**config.mk**
```make
export PLATFORM = sky130hd
export DESIGN_NAME = ntq_post
export DESIGN_NICKNAME = d
export VERILOG_FILES = /design/src/ntq_pkg.sv /design/src/ntq_post.sv
export SDC_FILE = /design/constraint.sdc
export NUM_CORES = 2
export LEC_CHECK = 0
export BUFFER_PORTS_ARGS = -buffer_cell sky130_fd_sc_hd__buf_2
export CORE_UTILIZATION = 30
export DETAILED_ROUTE_END_ITERATION = 8
export MAX_ROUTING_LAYER = met4
export PLACE_DENSITY_LB_ADDON = 0.25
export SYNTH_ARGS = -nofsm -noshare
export SYNTH_HDL_FRONTEND = slang
export SYNTH_SLANG_ARGS = --single-unit
```
**constraint.sdc**
```tcl
create_clock -name i_clk -period 12.3 [get_ports i_clk]
set_input_delay 1.23 -clock i_clk [delete_from_list [all_inputs] [get_ports i_clk]]
set_output_delay 1.23 -clock i_clk [all_outputs]
set_load 0.02 [all_outputs]
```
**src/ntq_pkg.sv**
```systemverilog
// Shared types and constants for the note timing quantizer.
// No dependencies; every other file refers to this package by scoped names.
`default_nettype none
package ntq_pkg;

    localparam int GRID_W  = 27;          // widest grid length: 3/2 * 4 * 65535 * 255
    localparam int SWADJ_W = GRID_W + 1;  // signed swing offset in ticks
    localparam int STR_W   = 16;
    localparam int DEN_W   = 8;
    localparam int CFG_AW  = 3;
    localparam int CFG_DW  = 16;

    localparam logic [CFG_AW-1:0] REG_TPQ      = 3'd0;
    localparam logic [CFG_AW-1:0] REG_NUM      = 3'd1;
    localparam logic [CFG_AW-1:0] REG_DEN      = 3'd2;
    localparam logic [CFG_AW-1:0] REG_MOD      = 3'd3;
    localparam logic [CFG_AW-1:0] REG_STRENGTH = 3'd4;
    localparam logic [CFG_AW-1:0] REG_SWING    = 3'd5;

    localparam logic [1:0] MOD_PLAIN   = 2'd0;
    localparam logic [1:0] MOD_TRIPLET = 2'd1;
    localparam logic [1:0] MOD_DOTTED  = 2'd2;

    localparam logic [STR_W-1:0]  Q15_ONE     = 16'd32768;
    localparam logic signed [15:0] SWING_LIMIT = 16'sd29491;

    typedef struct packed {
        logic                      ok;
        logic [GRID_W-1:0]         grid;
        logic signed [SWADJ_W-1:0] swing_adj;
        logic [STR_W-1:0]          strength;
    } t_cfg;

endpackage
`default_nettype wire

```
**src/ntq_post.sv**
```systemverilog
// Offset and swing, strength multiply and rounding stages, then clamp into the output register.
// Depends on ntq_pkg.
`default_nettype none
module ntq_post #(
    parameter int TB = 40
) (
    input  wire logic                       i_clk,
    input  wire logic                       i_rst_n,
    input  wire logic                       i_valid,
    output logic                            o_ready,
    input  wire logic [ntq_pkg::GRID_W-1:0] i_rem,
    input  wire logic                       i_q0,
    input  wire logic [TB-1:0]              i_tick,
    input  wire logic                       i_note,
    input  wire ntq_pkg::t_cfg              i_cfg,
    output logic                            o_valid,
    input  wire logic                       i_ready,
    output logic [TB-1:0]                   o_new_tick,
    output logic                            o_status
);
    localparam int GW = ntq_pkg::GRID_W;
    localparam int DW = GW + 2;
    localparam int PW = ntq_pkg::STR_W + 1 + DW;
    localparam int MW = PW - 15;
    localparam int XW = ((TB > MW) ? TB : MW) + 1;
    localparam logic [XW-1:0] TICK_MAX = XW'({TB{1'b1}});

    logic w_rdy0, w_rdy1, w_rdy2, w_rdy3;
    logic r_v0, r_v1, r_v2, r_v3;

    logic signed [DW-1:0] r_d;
    logic signed [PW-1:0] r_prod;
    logic                 r_neg;
    logic [MW-1:0]        r_mag;
    logic [TB-1:0]        r_t0, r_t1, r_t2;
    logic                 r_snap0, r_snap1, r_snap2;
    logic                 r_err0, r_err1, r_err2;
    logic [TB-1:0]        r_out_tick;
    logic                 r_out_status;

    logic                 w_err;
    logic signed [DW-1:0] w_d;
    logic [PW-1:0]        w_mag;
    logic [PW-1:0]        w_rnd;
    logic [XW-1:0]        w_sub;
    logic [XW-1:0]        w_add;
    logic [TB-1:0]        w_res;

    assign w_rdy3  = !r_v3 || i_ready;
    assign w_rdy2  = !r_v2 || w_rdy3;
    assign w_rdy1  = !r_v1 || w_rdy2;
    assign w_rdy0  = !r_v0 || w_rdy1;
    assign o_ready = w_rdy0;

    always_ff @(posedge i_clk) begin
        if (!i_rst_n) begin
            r_v0 <= 1'b0;
            r_v1 <= 1'b0;
            r_v2 <= 1'b0;
            r_v3 <= 1'b0;
        end else begin
            if (w_rdy0) r_v0 <= i_valid;
            if (w_rdy1) r_v1 <= r_v0;
            if (w_rdy2) r_v2 <= r_v1;
            if (w_rdy3) r_v3 <= r_v2;
        end
    end

    // offset to nearest slot is grid/2 - remainder; odd slots take the swing
    assign w_err = (i_cfg.grid == '0);
    assign w_d   = $signed({2'b00, i_cfg.grid[GW-1:1]}) - $signed({2'b00, i_rem})
                 + (i_q0 ? DW'(i_cfg.swing_adj) : DW'(0));

    always_ff @(posedge i_clk) begin
        if (w_rdy0 && i_valid) begin
            r_d     <= w_d;
            r_t0    <= i_tick;
            r_snap0 <= i_note && !w_err;
            r_err0  <= w_err;
        end
    end

    always_ff @(posedge i_clk) begin
        if (w_rdy1 && r_v0) begin
            r_prod  <= $signed({1'b0, i_cfg.strength}) * r_d;
            r_t1    <= r_t0;
            r_snap1 <= r_snap0;
            r_err1  <= r_err0;
        end
    end

    // round half away from zero on the magnitude
    assign w_mag = r_prod[PW-1] ? PW'(-r_prod) : PW'(r_prod);
    assign w_rnd = (w_mag + PW'(16384)) >> 15;

    always_ff @(posedge i_clk) begin
        if (w_rdy2 && r_v1) begin
            r_neg   <= r_prod[PW-1];
            r_mag   <= w_rnd[MW-1:0];
            r_t2    <= r_t1;
            r_snap2 <= r_snap1;
            r_err2  <= r_err1;
        end
    end

    // clamp at zero below and at the tick range above
    assign w_sub = XW'(r_t2) - XW'(r_mag);
    assign w_add = XW'(r_t2) + XW'(r_mag);

    always_comb begin
        if (!r_snap2) begin
            w_res = r_t2;
        end else if (r_neg) begin
            w_res = w_sub[XW-1] ? '0 : w_sub[TB-1:0];
        end else begin
            w_res = (w_add > TICK_MAX) ? TICK_MAX[TB-1:0] : w_add[TB-1:0];
        end
    end

    always_ff @(posedge i_clk) begin
        if (w_rdy3 && r_v2) begin
            r_out_tick   <= w_res;
            r_out_status <= r_err2;
        end
    end

    assign o_valid    = r_v3;
    assign o_new_tick = r_out_tick;
    assign o_status   = r_out_status;

endmodule
`default_nettype wire
```
# ---- Yosys cells after proc, flatten, opt, wreduce, memory -nomap -nowiden
# Index checks and enable logic that the tools add are counted.
dict set report word_totals {
  register_bits 278
  output_inout_bits 43
  wordCells 48
}
dict set report op_classes {
  addsub 6
  n_mul 1
  order_cmp 1
  mux 6
  n_reduce_logical 15
}
# op n
set ops {}
lappend ops {{$mux W40} 4}
lappend ops {{$add A46 B15 Y46 const B} 1}
lappend ops {{$mul A17 B29 Y46} 1}
lappend ops {{$mux W46} 1}
lappend ops {{$neg A46 Y46} 1}
lappend ops {{$add A40 B31 Y41} 1}
lappend ops {{$gt A41 B40 Y1 const B} 1}
lappend ops {{$sub A40 B31 Y41} 1}
lappend ops {{$add A28 B29 Y29} 1}
lappend ops {{$mux W29} 1}
lappend ops {{$sub A26 B27 Y28} 1}
lappend ops {{$logic_not A27 Y1} 1}
lappend ops {{$logic_and A1 B1 Y1} 5}
lappend ops {{$logic_not A1 Y1} 5}
lappend ops {{$logic_or A1 B1 Y1} 4}

# ---- Depth between registers and ports, before layout
dict set report logic_depth {
  ltp_word 6
  ltp_mapped 27
  ltp_nobuf 25
}

# ---- Worst setup path before layout
# OpenSTA, ideal clock, no wires.
dict set report synth_timing {
  path_type {in2reg}
  startpoint {input i_ready}
  endpoint {register r_err1, enable pin}
  setup_ns 0.668
  arrival_time_ns 7.906
  path_slack_ns 3.725
  stages 3
  n_path_buf 0
  path_cell_list {nor2b_1 and2_0 a21boi_0}
}
dict set report synth_via {
  elab_chain_len 4
}
# element line_no
set synth_rtl {}
lappend synth_rtl {{start, declared} ntq_post.sv:17} ;# input wire logic i_ready,
lappend synth_rtl {{$logic_or A1 B1 Y1} ntq_post.sv:49} ;# assign w_rdy3 = !r_v3 || i_ready;
lappend synth_rtl {{$logic_or A1 B1 Y1} ntq_post.sv:50} ;# assign w_rdy2 = !r_v2 || w_rdy3;
lappend synth_rtl {{$logic_or A1 B1 Y1} ntq_post.sv:51} ;# assign w_rdy1 = !r_v1 || w_rdy2;
lappend synth_rtl {{$logic_and A1 B1 Y1} ntq_post.sv:84} ;# if (w_rdy1 && r_v0) begin
lappend synth_rtl {{end signal, assigned} ntq_post.sv:88} ;# r_err1 <= r_err0;
lappend synth_rtl {{end, declared} ntq_post.sv:37} ;# logic r_err0, r_err1, r_err2;
# No other way between the ends.
# A chain may end at the register's enable or synchronous reset.

# ---- Worst setup path in the final report
dict set report layout_timing {
  startpoint {input i_cfg[8] in the netlist's numbering}
  endpoint {register r_prod[42], data pin}
}
dict set report layout_via {
  elab_chain_len 1
}
# element line_no
set layout_rtl {}
lappend layout_rtl {{start, declared} ntq_post.sv:15} ;# input wire ntq_pkg::t_cfg i_cfg,
lappend layout_rtl {{$mul A17 B29 Y46} ntq_post.sv:85} ;# r_prod <= $signed({1'b0, i_cfg.strength}) * r_d;
lappend layout_rtl {{end signal, assigned} ntq_post.sv:85}
lappend layout_rtl {{end, declared} ntq_post.sv:32} ;# logic signed [PW-1:0] r_prod;
# No other way between the ends.

==> impl_metrics.env <==
export IMPL_wl_um=87550
export IMPL_h_tree_depth=2
export IMPL_drc=0
export IMPL_ios=188
export IMPL_syn_avg_cell_area_um2=9.423
export IMPL_regToRegSetupSlack_ps=4330
export IMPL_first_pass_iters=7
export IMPL_clk_insertion_delay_late_ps=560
export IMPL_hold_depth=0
export IMPL_finClkSkew_ps=14.16
export IMPL_rsz0062_at_grt="false"
export IMPL_first_global_vias=25930
export IMPL_synthFlopType="edfxtp_1"
export IMPL_ys_top_cells_by_area="fa_1 27%, edfxtp_1 24%, ha_1 8.4%, inv_1 7.4%, and2_1 4.3%"
export IMPL_final_cells=5220
export IMPL_synth_fp_nets=4430
export IMPL_num_fill_cells=11740
export IMPL_synth_mux_area_frac=0.003240
export IMPL_synthDistinctLibCells=83
export IMPL_synth_common_cells="672 x inv_1, 451 x fa_1, 366 x nand2_1"
export IMPL_setup_violations_final=0
export IMPL_drive_gt1_frac=0.07595
export IMPL_met2_usage=0.2512
export IMPL_timing_rr_start="r_d[21]$_DFFE_PP_"
export IMPL_synthCells=3606
export IMPL_final_hold_violation_count=0
export IMPL_die_height_um=338.6
export IMPL_die_x_um=338.6
export IMPL_ys_warnings_count=0
export IMPL_clock_path_buffers=3
export IMPL_critical_path_slowest_cell="or4b_2"
export IMPL_ff2ff_path_depth=20
export IMPL_antenna_found_initial=7
export IMPL_worstPathRequired_ps=12710
export IMPL_holdPathEnd="r_t2[25]$_DFFE_PP_"
export IMPL_postCtsSetupBuffers=0
export IMPL_min_from="r_t1[25]$_DFFE_PP_"
export IMPL_fin_hold_ws_ps=414.5
export IMPL_synth_xor_area_share=0.03837
export IMPL_async_reset_ff_frac=0
export IMPL_rows=123
export IMPL_dp_cells=5150
export IMPL_drtAntennaViolNets=0
export IMPL_synth_most_common_cell="inv_1"
export IMPL_cts_hold_buf=0
export IMPL_yosysTopAreaCell="fa_1"
export IMPL_crit_path_max_incr_delay_ps=680
export IMPL_cp_start_kind="primary input"
export IMPL_start_util=0.3025
export IMPL_cts_sinks=278
export IMPL_critPathMaxFanout=29
export IMPL_synth_edf_count=274
export IMPL_mappedNetlistArea_um2=33980
export IMPL_critPathKind="in -> reg"
export IMPL_cp_common_cell="fa_1"
export IMPL_grt_use_met1=0.2122
export IMPL_tightest_slew_ps=1124
export IMPL_ctsResizeCount=0
export IMPL_cts_buffers=36
export IMPL_synth_fa_ha_area_frac=0.3500
export IMPL_max_cap_violations=0
export IMPL_fmax_ghz=0.1196
export IMPL_status="finished, final reports clean"
export IMPL_synth_compound_area_frac=0.1197
export IMPL_gp_congestion=0.8762
export IMPL_grt_pass1_wl_um=141500
export IMPL_use_met3=0.02585
export IMPL_grt_util_all_layers=0.1585
export IMPL_synth_top_area_share=0.2657
export IMPL_portBuffers=186
export IMPL_hold_class="reg -> reg"
export IMPL_dp_hpwl_um=65530
export IMPL_synth_simple_gate_area_frac=0.1524
export IMPL_cts_tree="yes"
export IMPL_path_clk_slew_ps=50
export IMPL_cp_cell_sequence="buf_2 -> nand2_1 -> fa_1 -> inv_1 -> fa_1 -> fa_1 -> fa_1 -> fa_1 -> inv_1 -> fa_1 -> inv_1 -> ha_1 -> nand2_1 -> nor4_1 -> o21ai_0 -> o21a_1 -> o211a_1 -> o21ai_0 -> a31oi_1 -> or4b_2 -> nand4_1"
export IMPL_vias=24700
export IMPL_grt_start_max_net_pins=75
export IMPL_tns_ps=0
export IMPL_drt_initial_drc_count=1192
export IMPL_worstPathArrival_ps=8770
export IMPL_wl_per_cell_um=16.77
export IMPL_die_area_um2=114600
export IMPL_grt_busiest_layer="met2"
export IMPL_nNetsFinal=4512
export IMPL_relSlewSlack=0.2484
export IMPL_ys_seq_area_frac=0.2445
export IMPL_vias_per_cell=4.732
export IMPL_slew_viol_final=0
export IMPL_crit_buf_inv=4
export IMPL_finalCritPeriodShare=0.6795
export IMPL_cts_root_buf="clkbuf_16"
export IMPL_synth_seq_cells=278
export IMPL_timing_rr_end="r_prod[42]$_DFFE_PP_"
export IMPL_min_period_ps=8358
export IMPL_core_area_um2=112300
export IMPL_cp_end_kind="flop"
export IMPL_grt_ovfl_total=0
export IMPL_synth_top_family_by_area="adder cells"
export IMPL_syn_to_final_growth_pct=10.47
export IMPL_crit_family="adder cells"
## worst register-to-register path: cells and delay by family, from the launching register on
kind,cells,cell delay (ps)
DFF,1,920
and+or+nand+nor,4,1640
AOI/OAI and AO/OA,5,1540
adders and majority gates,7,3470
buffers and inverters,4,270
## registers in the layout, summed over array words and instances, names as in the netlist, 29 cells and up
name and cells:
r_prod 46, o_new_tick 40, r_t0 40, r_t1 40, r_t2 40, r_mag 31, r_d 29
## kinds of logic (layout without fill, tap and decap cells)
family          after synthesis  in the layout
other cells                   0              7
compound gates              612            612
mux                          11             11
flops                       278            278
buf+inv                     829            936
fa+ha+maj                   680            680
xor+xnor                    148            148
simple gates               1048           1048
## cell type report
type	count	area, µm²	share of cell area
multi-input cells	2499	22600	0.6021
flip-flops and latches	278	8308	0.2213
inverters	673	2526	0.06730
well taps	1500	1877	0.05000
repair buffers	200	1036	0.02760
clock buffers	42	944.7	0.02516
clock inverters	21	229.0	0.006100
diodes	7	17.52	0.0004666
## through the flow
| step | util | instance area [µm²] | setup slack (ps) |
|---|---|---|---|
| 2_1_floorplan | - | 33980 | 3725 |
| 3_3_place_gp | 0.3235 | 36350 | 3534 |
| 3_5_place_dp | 0.3235 | 36350 | 3474 |
| 4_1_cts | 0.3340 | 37520 | 4046 |
| 5_1_grt | 0.3341 | 37540 | 3738 |
| 6_report | 0.3341 | 37540 | 3942 |
## worst max path at each step
stage	startpoint	to	slack, ps	depth (start not counted)
2_1_floorplan	i_ready	r_err1$_DFFE_PP_	3730	3
3_3_place_gp	i_cfg[8]	r_prod[42]$_DFFE_PP_	3530	21
3_5_place_dp	i_cfg[8]	r_prod[42]$_DFFE_PP_	3470	21
4_1_cts	i_cfg[8]	r_prod[42]$_DFFE_PP_	4050	21
5_1_grt	i_cfg[8]	r_prod[42]$_DFFE_PP_	3740	21
6_report	i_cfg[8]	r_prod[42]$_DFFE_PP_	3940	21
## routing by layer
layer | vias up | part of all wire
li1 | 11960 | -
met1 | 12030 | 0.47
met2 | 609 | 0.45
met3 | 108 | 0.058
met4 | 0 | 0.019
met5 | - | 0
## placed cells by master (no fill, tap or decap), types with 17 or more instances in the layout
cell	n
ha_1	228
o21a_1	27
nor2b_1	17
nor2_1	173
nand3_1	43
xor2_1	41
edfxtp_1	274
o21bai_1	29
and2_1	235
xnor2_1	106
nand2b_1	20
fa_1	451
nor3_1	64
inv_1	672
or3_1	18
clkbuf_16	37
nand4_1	20
a211oi_1	23
a21o_1	59
and3_1	22
a31oi_1	18
a21oi_1	168
buf_2	186
nand2_1	366
nor4_1	22
o21ai_0	106
Power is not shown: default switching activity piles up to over one toggle a cycle in this logic, so the estimate is an artifact.
