==> config.mk <==
export PLATFORM = sky130hd
export DESIGN_NAME = ntq_cfg
export DESIGN_NICKNAME = d
export VERILOG_FILES = /design/src/ntq_pkg.sv /design/src/ntq_cfg.sv
export SDC_FILE = /design/constraint.sdc
export NUM_CORES = 2
export LEC_CHECK = 0
export ABC_CLOCK_PERIOD_IN_PS = 16390
export BUFFER_PORTS_ARGS = -buffer_cell sky130_fd_sc_hd__buf_2
export CORE_ASPECT_RATIO = 1.2
export CORE_MARGIN = 2
export CORE_UTILIZATION = 45
export DETAILED_ROUTE_END_ITERATION = 10
export GPL_TIMING_DRIVEN = 0
export SLEW_MARGIN = 40
export SYNTH_ARGS = -nofsm -noshare
export SYNTH_HDL_FRONTEND = slang
export SYNTH_SLANG_ARGS = --single-unit
==> constraint.sdc <==
create_clock -name i_clk -period 16.39 [get_ports i_clk]
set_clock_uncertainty 0.15 [all_clocks]
set_input_delay 2.4585 -clock i_clk [delete_from_list [all_inputs] [get_ports i_clk]]
set_output_delay 2.4585 -clock i_clk [all_outputs]
set_load 0.02 [all_outputs]
==> src/ntq_pkg.sv <==
// Shared types and constants for the note timing quantizer.
// No dependencies; every other file refers to this package by scoped names.
`default_nettype none
package ntq_pkg;

    localparam int GRID_W  = 27;          // widest grid length: 3/2 * 4 * 65535 * 255
    localparam int SWADJ_W = GRID_W + 1;  // signed swing offset in ticks
    localparam int STR_W   = 16;
    localparam int DEN_W   = 8;
    localparam int CFG_AW  = 3;
    localparam int CFG_DW  = 16;

    localparam logic [CFG_AW-1:0] REG_TPQ      = 3'd0;
    localparam logic [CFG_AW-1:0] REG_NUM      = 3'd1;
    localparam logic [CFG_AW-1:0] REG_DEN      = 3'd2;
    localparam logic [CFG_AW-1:0] REG_MOD      = 3'd3;
    localparam logic [CFG_AW-1:0] REG_STRENGTH = 3'd4;
    localparam logic [CFG_AW-1:0] REG_SWING    = 3'd5;

    localparam logic [1:0] MOD_PLAIN   = 2'd0;
    localparam logic [1:0] MOD_TRIPLET = 2'd1;
    localparam logic [1:0] MOD_DOTTED  = 2'd2;

    localparam logic [STR_W-1:0]  Q15_ONE     = 16'd32768;
    localparam logic signed [15:0] SWING_LIMIT = 16'sd29491;

    typedef struct packed {
        logic                      ok;
        logic [GRID_W-1:0]         grid;
        logic signed [SWADJ_W-1:0] swing_adj;
        logic [STR_W-1:0]          strength;
    } t_cfg;

endpackage
`default_nettype wire

==> src/ntq_cfg.sv <==
// Configuration registers, serial grid-length divider and derived swing offset.
// Depends on ntq_pkg.
`default_nettype none
module ntq_cfg (
    input  wire logic                       i_clk,
    input  wire logic                       i_rst_n,
    input  wire logic                       i_cfg_we,
    input  wire logic [ntq_pkg::CFG_AW-1:0] i_cfg_addr,
    input  wire logic [ntq_pkg::CFG_DW-1:0] i_cfg_wdata,
    output ntq_pkg::t_cfg                   o_cfg
);
    localparam int GW = ntq_pkg::GRID_W;
    localparam int DW = ntq_pkg::DEN_W;
    localparam int CW = $clog2(GW + 1);
    localparam logic [GW-1:0] RESET_GRID = 27'd120;
    // floor(x / 3) = (x * THIRD_RECIP) >> 33 for every x below 2^32
    localparam logic [31:0]   THIRD_RECIP = 32'hAAAA_AAAB;

    typedef enum logic [3:0] {
        GS_IDLE = 4'b0001,
        GS_LOAD = 4'b0010,
        GS_DIV  = 4'b0100,
        GS_TRI  = 4'b1000
    } t_gstate;

    logic [15:0]        r_tpq;
    logic [7:0]         r_num;
    logic [7:0]         r_den;
    logic [1:0]         r_mod;
    logic [15:0]        r_str;
    logic signed [15:0] r_swing;

    t_gstate        r_state;
    logic           r_ok;
    logic [CW-1:0]  r_cnt;
    logic [GW-1:0]  r_grid;
    logic [GW-1:0]  r_quo;
    logic [DW-1:0]  r_rem;
    logic [DW-1:0]  r_dvs;

    logic [DW:0]    w_trial;
    logic           w_ge;
    logic [DW-1:0]  n_rem;
    logic [GW-1:0]  n_quo;
    logic [GW-1:0]  w_dividend;
    logic [GW:0]    w_dot;
    logic [GW+31:0] w_tri_prod;

    always_ff @(posedge i_clk) begin
        if (!i_rst_n) begin
            r_tpq   <= 16'd480;
            r_num   <= 8'd1;
            r_den   <= 8'd16;
            r_mod   <= ntq_pkg::MOD_PLAIN;
            r_str   <= ntq_pkg::Q15_ONE;
            r_swing <= 16'sd0;
        end else if (i_cfg_we) begin
            case (i_cfg_addr)
                ntq_pkg::REG_TPQ:      r_tpq   <= i_cfg_wdata;
                ntq_pkg::REG_NUM:      r_num   <= i_cfg_wdata[7:0];
                ntq_pkg::REG_DEN:      r_den   <= i_cfg_wdata[7:0];
                ntq_pkg::REG_MOD:      r_mod   <= i_cfg_wdata[1:0];
                ntq_pkg::REG_STRENGTH: r_str   <= i_cfg_wdata;
                ntq_pkg::REG_SWING:    r_swing <= $signed(i_cfg_wdata);
                default: begin
                end
            endcase
        end
    end

    // restoring division, one quotient bit per cycle
    assign w_trial    = {r_rem, r_quo[GW-1]};
    assign w_ge       = (w_trial >= {1'b0, r_dvs});
    assign n_rem      = w_ge ? DW'(w_trial - {1'b0, r_dvs}) : w_trial[DW-1:0];
    assign n_quo      = {r_quo[GW-2:0], w_ge};
    assign w_dividend = GW'({r_tpq, 2'b00}) * GW'(r_num);
    assign w_dot      = {1'b0, n_quo} + {n_quo, 1'b0};
    assign w_tri_prod = {32'd0, r_quo} * {{GW{1'b0}}, THIRD_RECIP};

    always_ff @(posedge i_clk) begin
        if (!i_rst_n) begin
            r_state <= GS_IDLE;
            r_ok    <= 1'b1;
            r_grid  <= RESET_GRID;
            r_cnt   <= '0;
        end else if (i_cfg_we) begin
            r_state <= GS_LOAD;
            r_ok    <= 1'b0;
        end else begin
            case (r_state)
                GS_LOAD: begin
                    if (r_den == '0) begin
                        r_grid  <= '0;
                        r_ok    <= 1'b1;
                        r_state <= GS_IDLE;
                    end else begin
                        r_quo   <= w_dividend;
                        r_rem   <= '0;
                        r_dvs   <= r_den;
                        r_cnt   <= CW'(GW);
                        r_state <= GS_DIV;
                    end
                end
                GS_DIV: begin
                    r_rem <= n_rem;
                    r_cnt <= r_cnt - 1'b1;
                    if (r_cnt != CW'(1)) begin
                        r_quo <= n_quo;
                    end else if (r_mod == ntq_pkg::MOD_TRIPLET) begin
                        // hold twice the grid, take a third of it next cycle
                        r_quo   <= {n_quo[GW-2:0], 1'b0};
                        r_state <= GS_TRI;
                    end else begin
                        r_quo <= n_quo;
                        if (r_mod == ntq_pkg::MOD_DOTTED) begin
                            r_grid <= w_dot[GW:1];
                        end else begin
                            r_grid <= n_quo;
                        end
                        r_ok    <= 1'b1;
                        r_state <= GS_IDLE;
                    end
                end
                GS_TRI: begin
                    r_grid  <= {1'b0, w_tri_prod[GW+31:33]};
                    r_ok    <= 1'b1;
                    r_state <= GS_IDLE;
                end
                default: r_state <= GS_IDLE;
            endcase
        end
    end

    // swing offset in ticks: round(swing * grid / 32768), swing clamped to +-29491, two registers deep
    logic signed [15:0] w_sw_sat;
    logic signed [43:0] r_sw_prod;
    logic [43:0]        w_sw_mag;
    logic [43:0]        w_sw_rnd;
    logic signed [ntq_pkg::SWADJ_W-1:0] r_swing_adj;
    logic [ntq_pkg::STR_W-1:0]          w_str_sat;

    always_comb begin
        if (r_swing > ntq_pkg::SWING_LIMIT) begin
            w_sw_sat = ntq_pkg::SWING_LIMIT;
        end else if (r_swing < -ntq_pkg::SWING_LIMIT) begin
            w_sw_sat = -ntq_pkg::SWING_LIMIT;
        end else begin
            w_sw_sat = r_swing;
        end
    end

    assign w_sw_mag = r_sw_prod[43] ? 44'(-r_sw_prod) : 44'(r_sw_prod);
    assign w_sw_rnd = (w_sw_mag + 44'd16384) >> 15;

    always_ff @(posedge i_clk) begin
        r_sw_prod   <= 44'(w_sw_sat) * $signed({17'd0, r_grid});
        r_swing_adj <= r_sw_prod[43] ? -$signed(w_sw_rnd[ntq_pkg::SWADJ_W-1:0])
                                     : $signed(w_sw_rnd[ntq_pkg::SWADJ_W-1:0]);
    end

    assign w_str_sat = (r_str > ntq_pkg::Q15_ONE) ? ntq_pkg::Q15_ONE : r_str;
    assign o_cfg     = {r_ok, r_grid, r_swing_adj, w_str_sat};

endmodule
`default_nettype wire

# Yosys cells after proc, flatten, opt, wreduce, memory -nomap -nowiden
# Cells that the tools add are included.
[totals]
register_bits = 218
inputBits = 22
out_inout_bits = 72
[classes]
add_sub_neg = 6
n_mul = 3
order_cmp = 4
n_eq_ne = 18
n_mux = 29
bitwise = 3
reduce_logical = 17
[ops]
columns = ["operator", "n"]
rows = [
  ["27-bit 2-to-1 mux", 7],
  ["27-bit one-hot mux with 3 select lines", 1],
  ["27-bit by 32-bit multiplier with 59-bit output (second input constant)", 1],
  ["27-bit one-hot mux with 2 select lines", 1],
  ["16-bit 2-to-1 mux", 3],
  ["16-bit by 28-bit multiplier with 44-bit output", 1],
  ["43-bit by 15-bit adder with 43-bit output (second input constant)", 1],
  ["43-bit 2-to-1 mux", 1],
  ["43-bit negator", 1],
  ["16-bit greater-than comparator (second input constant)", 2],
  ["27-bit by 28-bit adder with 28-bit output", 1],
  ["28-bit 2-to-1 mux", 1],
  ["28-bit negator", 1],
  ["16-bit by 8-bit multiplier with 24-bit output", 1],
  ["16-bit < comparator (second input constant)", 1],
  ["8-bit 2-to-1 mux", 2],
  ["8-bit one-hot mux with 2 select lines", 1],
  ["2-bit AND reduction", 6],
  ["4-bit AND reduction", 3],
  ["5-bit one-hot mux with 2 select lines", 1],
  ["9-bit by 8-bit >= comparator with 1-bit output", 1],
  ["3-bit != test (second input constant)", 3],
  ["8-bit zero test", 1],
  ["4-bit 2-to-1 mux", 2],
  ["26 further kinds", 36],
]

# Depth between registers and ports, before layout
[depth]
ltp_word = 6
depth_mapped = 34

# Worst setup path after synthesis
# Ideal clock, no wire load.
[synth_timing]
path_type = "register to register"
start = "reg r_swing[0]"
end = "reg r_sw_prod[43]"
arrival_ns = 8.299
required_time_ns = 16.119
setup_slack_ns = 7.820
stages_incl_launch_ff = 32
n_path_buf = 2
period_less_slack_ns = 8.570
cell_sequence = "dfxtp_1 -> o211ai_1 -> a31oi_1 -> o311a_1 -> o41ai_1 -> ha_1 -> clkbuf_1 -> o21ai_1 -> clkbuf_1 -> nand2_1 -> fa_1 -> inv_1 -> fa_1 -> inv_1 -> fa_1 -> inv_1 -> fa_1 -> fa_1 -> inv_1 -> fa_1 -> inv_1 -> ha_1 -> nand4_1 -> o31ai_1 -> a41oi_1 -> o31a_1 -> o41ai_1 -> a221o_1 -> a221o_1 -> a221o_1 -> a21oi_1 -> xnor2_1"
[synth_between]
elab_chain_len = 4
word_cells_on_any_way = 5
classes_between = "mul (1); order compare (2); mux (2)"
[synth_rtl]
columns = ["element", "line_no", "text"]
rows = [
  ["start: declaration", "ntq_cfg.sv:31", "logic signed [15:0] r_swing;"],
  ["start signal: assignment", "ntq_cfg.sv:64", "ntq_pkg::REG_SWING: r_swing <= $signed(i_cfg_wdata);"],
  ["16-bit < comparator", "ntq_cfg.sv:145", "end else if (r_swing < -ntq_pkg::SWING_LIMIT) begin"],
  ["16-bit 2-to-1 mux", "ntq_cfg.sv:145", ""],
  ["16-bit 2-to-1 mux (*)", "ntq_cfg.sv:143", "if (r_swing > ntq_pkg::SWING_LIMIT) begin"],
  ["16-bit by 28-bit multiplier with 44-bit output (*)", "ntq_cfg.sv:156", "r_sw_prod <= 44'(w_sw_sat) * $signed({17'd0, r_grid});"],
  ["end signal: assignment", "ntq_cfg.sv:156", ""],
  ["end: declaration", "ntq_cfg.sv:136", "logic signed [43:0] r_sw_prod;"],
]
# Every way passes the cells marked *; elsewhere a longest branch is shown, timed or not.
# A chain may end at the register's enable or synchronous reset.

# Final worst setup path
# Ends and elaborated chain as after synthesis.

==> summary.md <==
| Metric | Value |
|---|---|
| Drt pass-1 iters | `7` |
| Final non-filler cell total | `5645` |
| GPL Wtd Cong | `0.932` |
| WS Path Type | `reg2reg` |
| Post-DP Area | `40800 um2` |
| Setup TNS | `0 ns` |
| Vias in the first global route | `30700` |
| Fin crit share | `62.3%` |
| Syn nets | `5456` |
| Post-layout instance area | `41800 um2` |
| Routed WL | `107 mm` |
| Hold WC Path Type | `reg2reg` |
| Peak supply drop | `0.0836 mV` |
| Cells after Synth | `4369` |
| Vias per inst | `5.25` |
| Clk root buf | `clkbuf_16` |
| Run status | `completed` |
| Met2 WL | `53.1 mm` |
| Buffers on Ports | `92` |
| Post-cts hold buffer count | `0` |
| Final Max Tran Viols | `0` |
| Die ar. | `88600 um2` |
| Pwr per Cell Area | `53.5 nW/um2` |
| Leak pwr | `20.8 nW` |
| Asr flop ratio synth | `0%` |
| Synth cell types | `90` |
| Slew HR | `41.3%` |
| Slowest CP cell | `o31ai_1` |
| WL/cell | `18.9 um` |
| Final setup vio count | `0` |
| Crit path required time | `16.72 ns` |
| Yosys warns | `0` |
| Largest net degree at the start of global routing | `21` |
| Setup Buffers After CTS | `0` |
| Post-synth EDFFs | `43` |
| Final Hold Viols | `0` |
| # rows | `117` |
| Cell Area, Synth | `38800 um2` |
| First-pass GRT wire length | `171 mm` |
| Smallest hold slack | `0.313 ns` |
| Die H | `326 um` |
| Ant. Diodes | `0` |
| Final min period | `10.21 ns` |
| Placed wire-length estimate | `89.4 mm` |
| Largest area contributor in the netlist | `fa_1` |
| Crit start category | `register` |
| Clk Latency, worst-skew pair | `0.60 ns` |
| Most common cell in the netlist | `inv_1` |
| Clock slew at reported path FFs | `0.06 ns` |
| Syn_area_per_cell | `8.88 um2` |
| CP peak stage delay | `0.63 ns` |
| Routed wl met3 | `5.39 mm` |
| Fmax | `0.0979 GHz` |
| Most used cell, CP | `fa_1` |
| Sequential area share after synthesis | `12.4%` |
| Area contributors post-synth | `fa_1 33%, ha_1 14%, dfxtp_1 9.0%, inv_1 8.4%, nand2_1 5.1%` |
| Residual DRC | `0` |
| Flops & latches, synth | `218` |
| Clock sinks | `218` |
| Total number of vias | `29600` |
| Grt ovf | `0` |
| Core area | `85100 um2` |
| PostCTS Resize Cnt | `0` |
| Unrepaired setup endpoints after global routing | `false` |
| Max-cap violation count | `0` |
| Antenna-violating nets left | `0` |
| Power Total | `2.24 mW` |
| Max clock buf depth | `3` |
| Num CTS Buffers | `28` |
| Nets | `5581` |
| I/O Pins | `94` |
| WP data arrival | `10.54 ns` |
| Crit path max fanout | `10` |
| Placed cells | `5594` |
| Starting Density | `45.6%` |
| Wl on met1 | `43.8 mm` |
| Initial antenna violation count | `6` |
| Area grow syn2layout | `7.77%` |
| Top Layer Used | `met5` |
| Crit end category | `register` |
| Max H-tree Level | `1` |
| Layout cells sized above 1 | `4.67%` |
| CTS tree | `built` |
| Main flop type after synthesis | `dfxtp_1` |
| Die W | `272 um` |
| Slew at the pin closest to its max-slew limit | `0.875 ns` |
| Most frequent cells after synthesis | `869 x inv_1, 644 x fa_1, 522 x nand2_1` |
| 1st-iter DRT viols | `1573` |
| Total track usage | `24.6%` |
| Yosys top cell area share | `33.2%` |
state kept, by name, summed over array words and instances, names as in the netlist, 8 cells and up:
name         flops
r_num            8
r_quo           27
r_sw_prod       44
r_str           16
r_dvs            8
r_grid          27
r_swing         16
r_den            8
r_swing_adj     28
r_rem            8
r_tpq           16
per-stage QoR:
stage / setup slack, ns / utilization (%)
global route: 5.53 / 49.1
detailed placement: 5.86 / 48.0
finish: 6.18 / 49.1
global placement: 5.62 / 47.8
floorplan: 7.82 / -
CTS: 5.81 / 49.1
worst max-delay path, delay by kind of cell (launching register included):
family / cells / cell delay [ns]
fa+ha+maj: 8 / 3.70
compound gates: 13 / 3.69
buf+inv: 8 / 1.80
flops: 1 / 0.32
simple gates: 2 / 0.25
xor+xnor: 1 / 0.14
placed cells by master (no fill, tap or decap), drive strengths merged, types with 11 or more instances in the layout:
| master | n |
|---|---|
| a211oi | 13 |
| a21boi | 61 |
| a21o | 60 |
| a21oi | 158 |
| a22oi | 16 |
| a31oi | 20 |
| and2 | 249 |
| and3 | 16 |
| buf | 111 |
| clkbuf | 198 |
| dfxtp | 175 |
| edfxtp | 43 |
| fa | 644 |
| ha | 421 |
| inv | 870 |
| mux2i | 21 |
| nand2 | 522 |
| nand2b | 33 |
| nand3 | 45 |
| nand4 | 22 |
| nor2 | 152 |
| nor2b | 42 |
| nor3 | 40 |
| nor4 | 18 |
| o211ai | 11 |
| o21a | 17 |
| o21ai | 135 |
| o21bai | 14 |
| o31ai | 21 |
| or2 | 18 |
| or3 | 19 |
| xnor2 | 121 |
| xor2 | 60 |
layout make-up:
cell class / count / area, um2
Sequential cell: 218 / 4790
Timing Repair Buffer: 95 / 504
Inverter: 869 / 3260
Tap cell: 1130 / 1410
Multi-Input combinational cell: 3108 / 30100
Clock inverter: 10 / 163
Fill cell: 8291 / 43300
Buffer: 174 / 701
Clock buffer: 41 / 831
per-layer routing:
| metal | GRT usage (%) | vias up |
|---|---|---|
| met4 | 8.91 | 10 |
| met1 | 30.7 | 14700 |
| met5 | 0 | - |
| li1 | - | 14000 |
| met2 | 43.5 | 738 |
| met3 | 3.15 | 207 |
path summary, 6_finish.rpt:
check / startpoint / endpoint / slack, ns / depth (start not counted)
setup / recovery: r_swing[0] / r_sw_prod[43] / 6.18 / 32
hold / removal: r_den[3] / r_dvs[3] / 0.31 / 0
setup reg to reg: r_swing[0] / r_sw_prod[43] / 6.18 / 32
hold reg to reg: r_den[3] / r_dvs[3] / 0.31 / 0
cell families after synthesis:
logic type               count (synthesis)  synth area share, %
AO/OA/AOI/OAI                          617                 10.4
XOR/XNOR                               181                 4.11
adder cells (fa/ha/maj)               1065                 46.8
buffers and inverters                 1043                 10.2
flip-flops                             218                 12.4
multiplexers                            24                0.629
AND/OR/NAND/NOR                       1221                 15.5
report_power, final:
group	switching (mW)	internal, mW
combinational	0.601	0.387
clock	0.256	0.399
sequential	0.0219	0.571
Power figures use the tool's default switching activity.
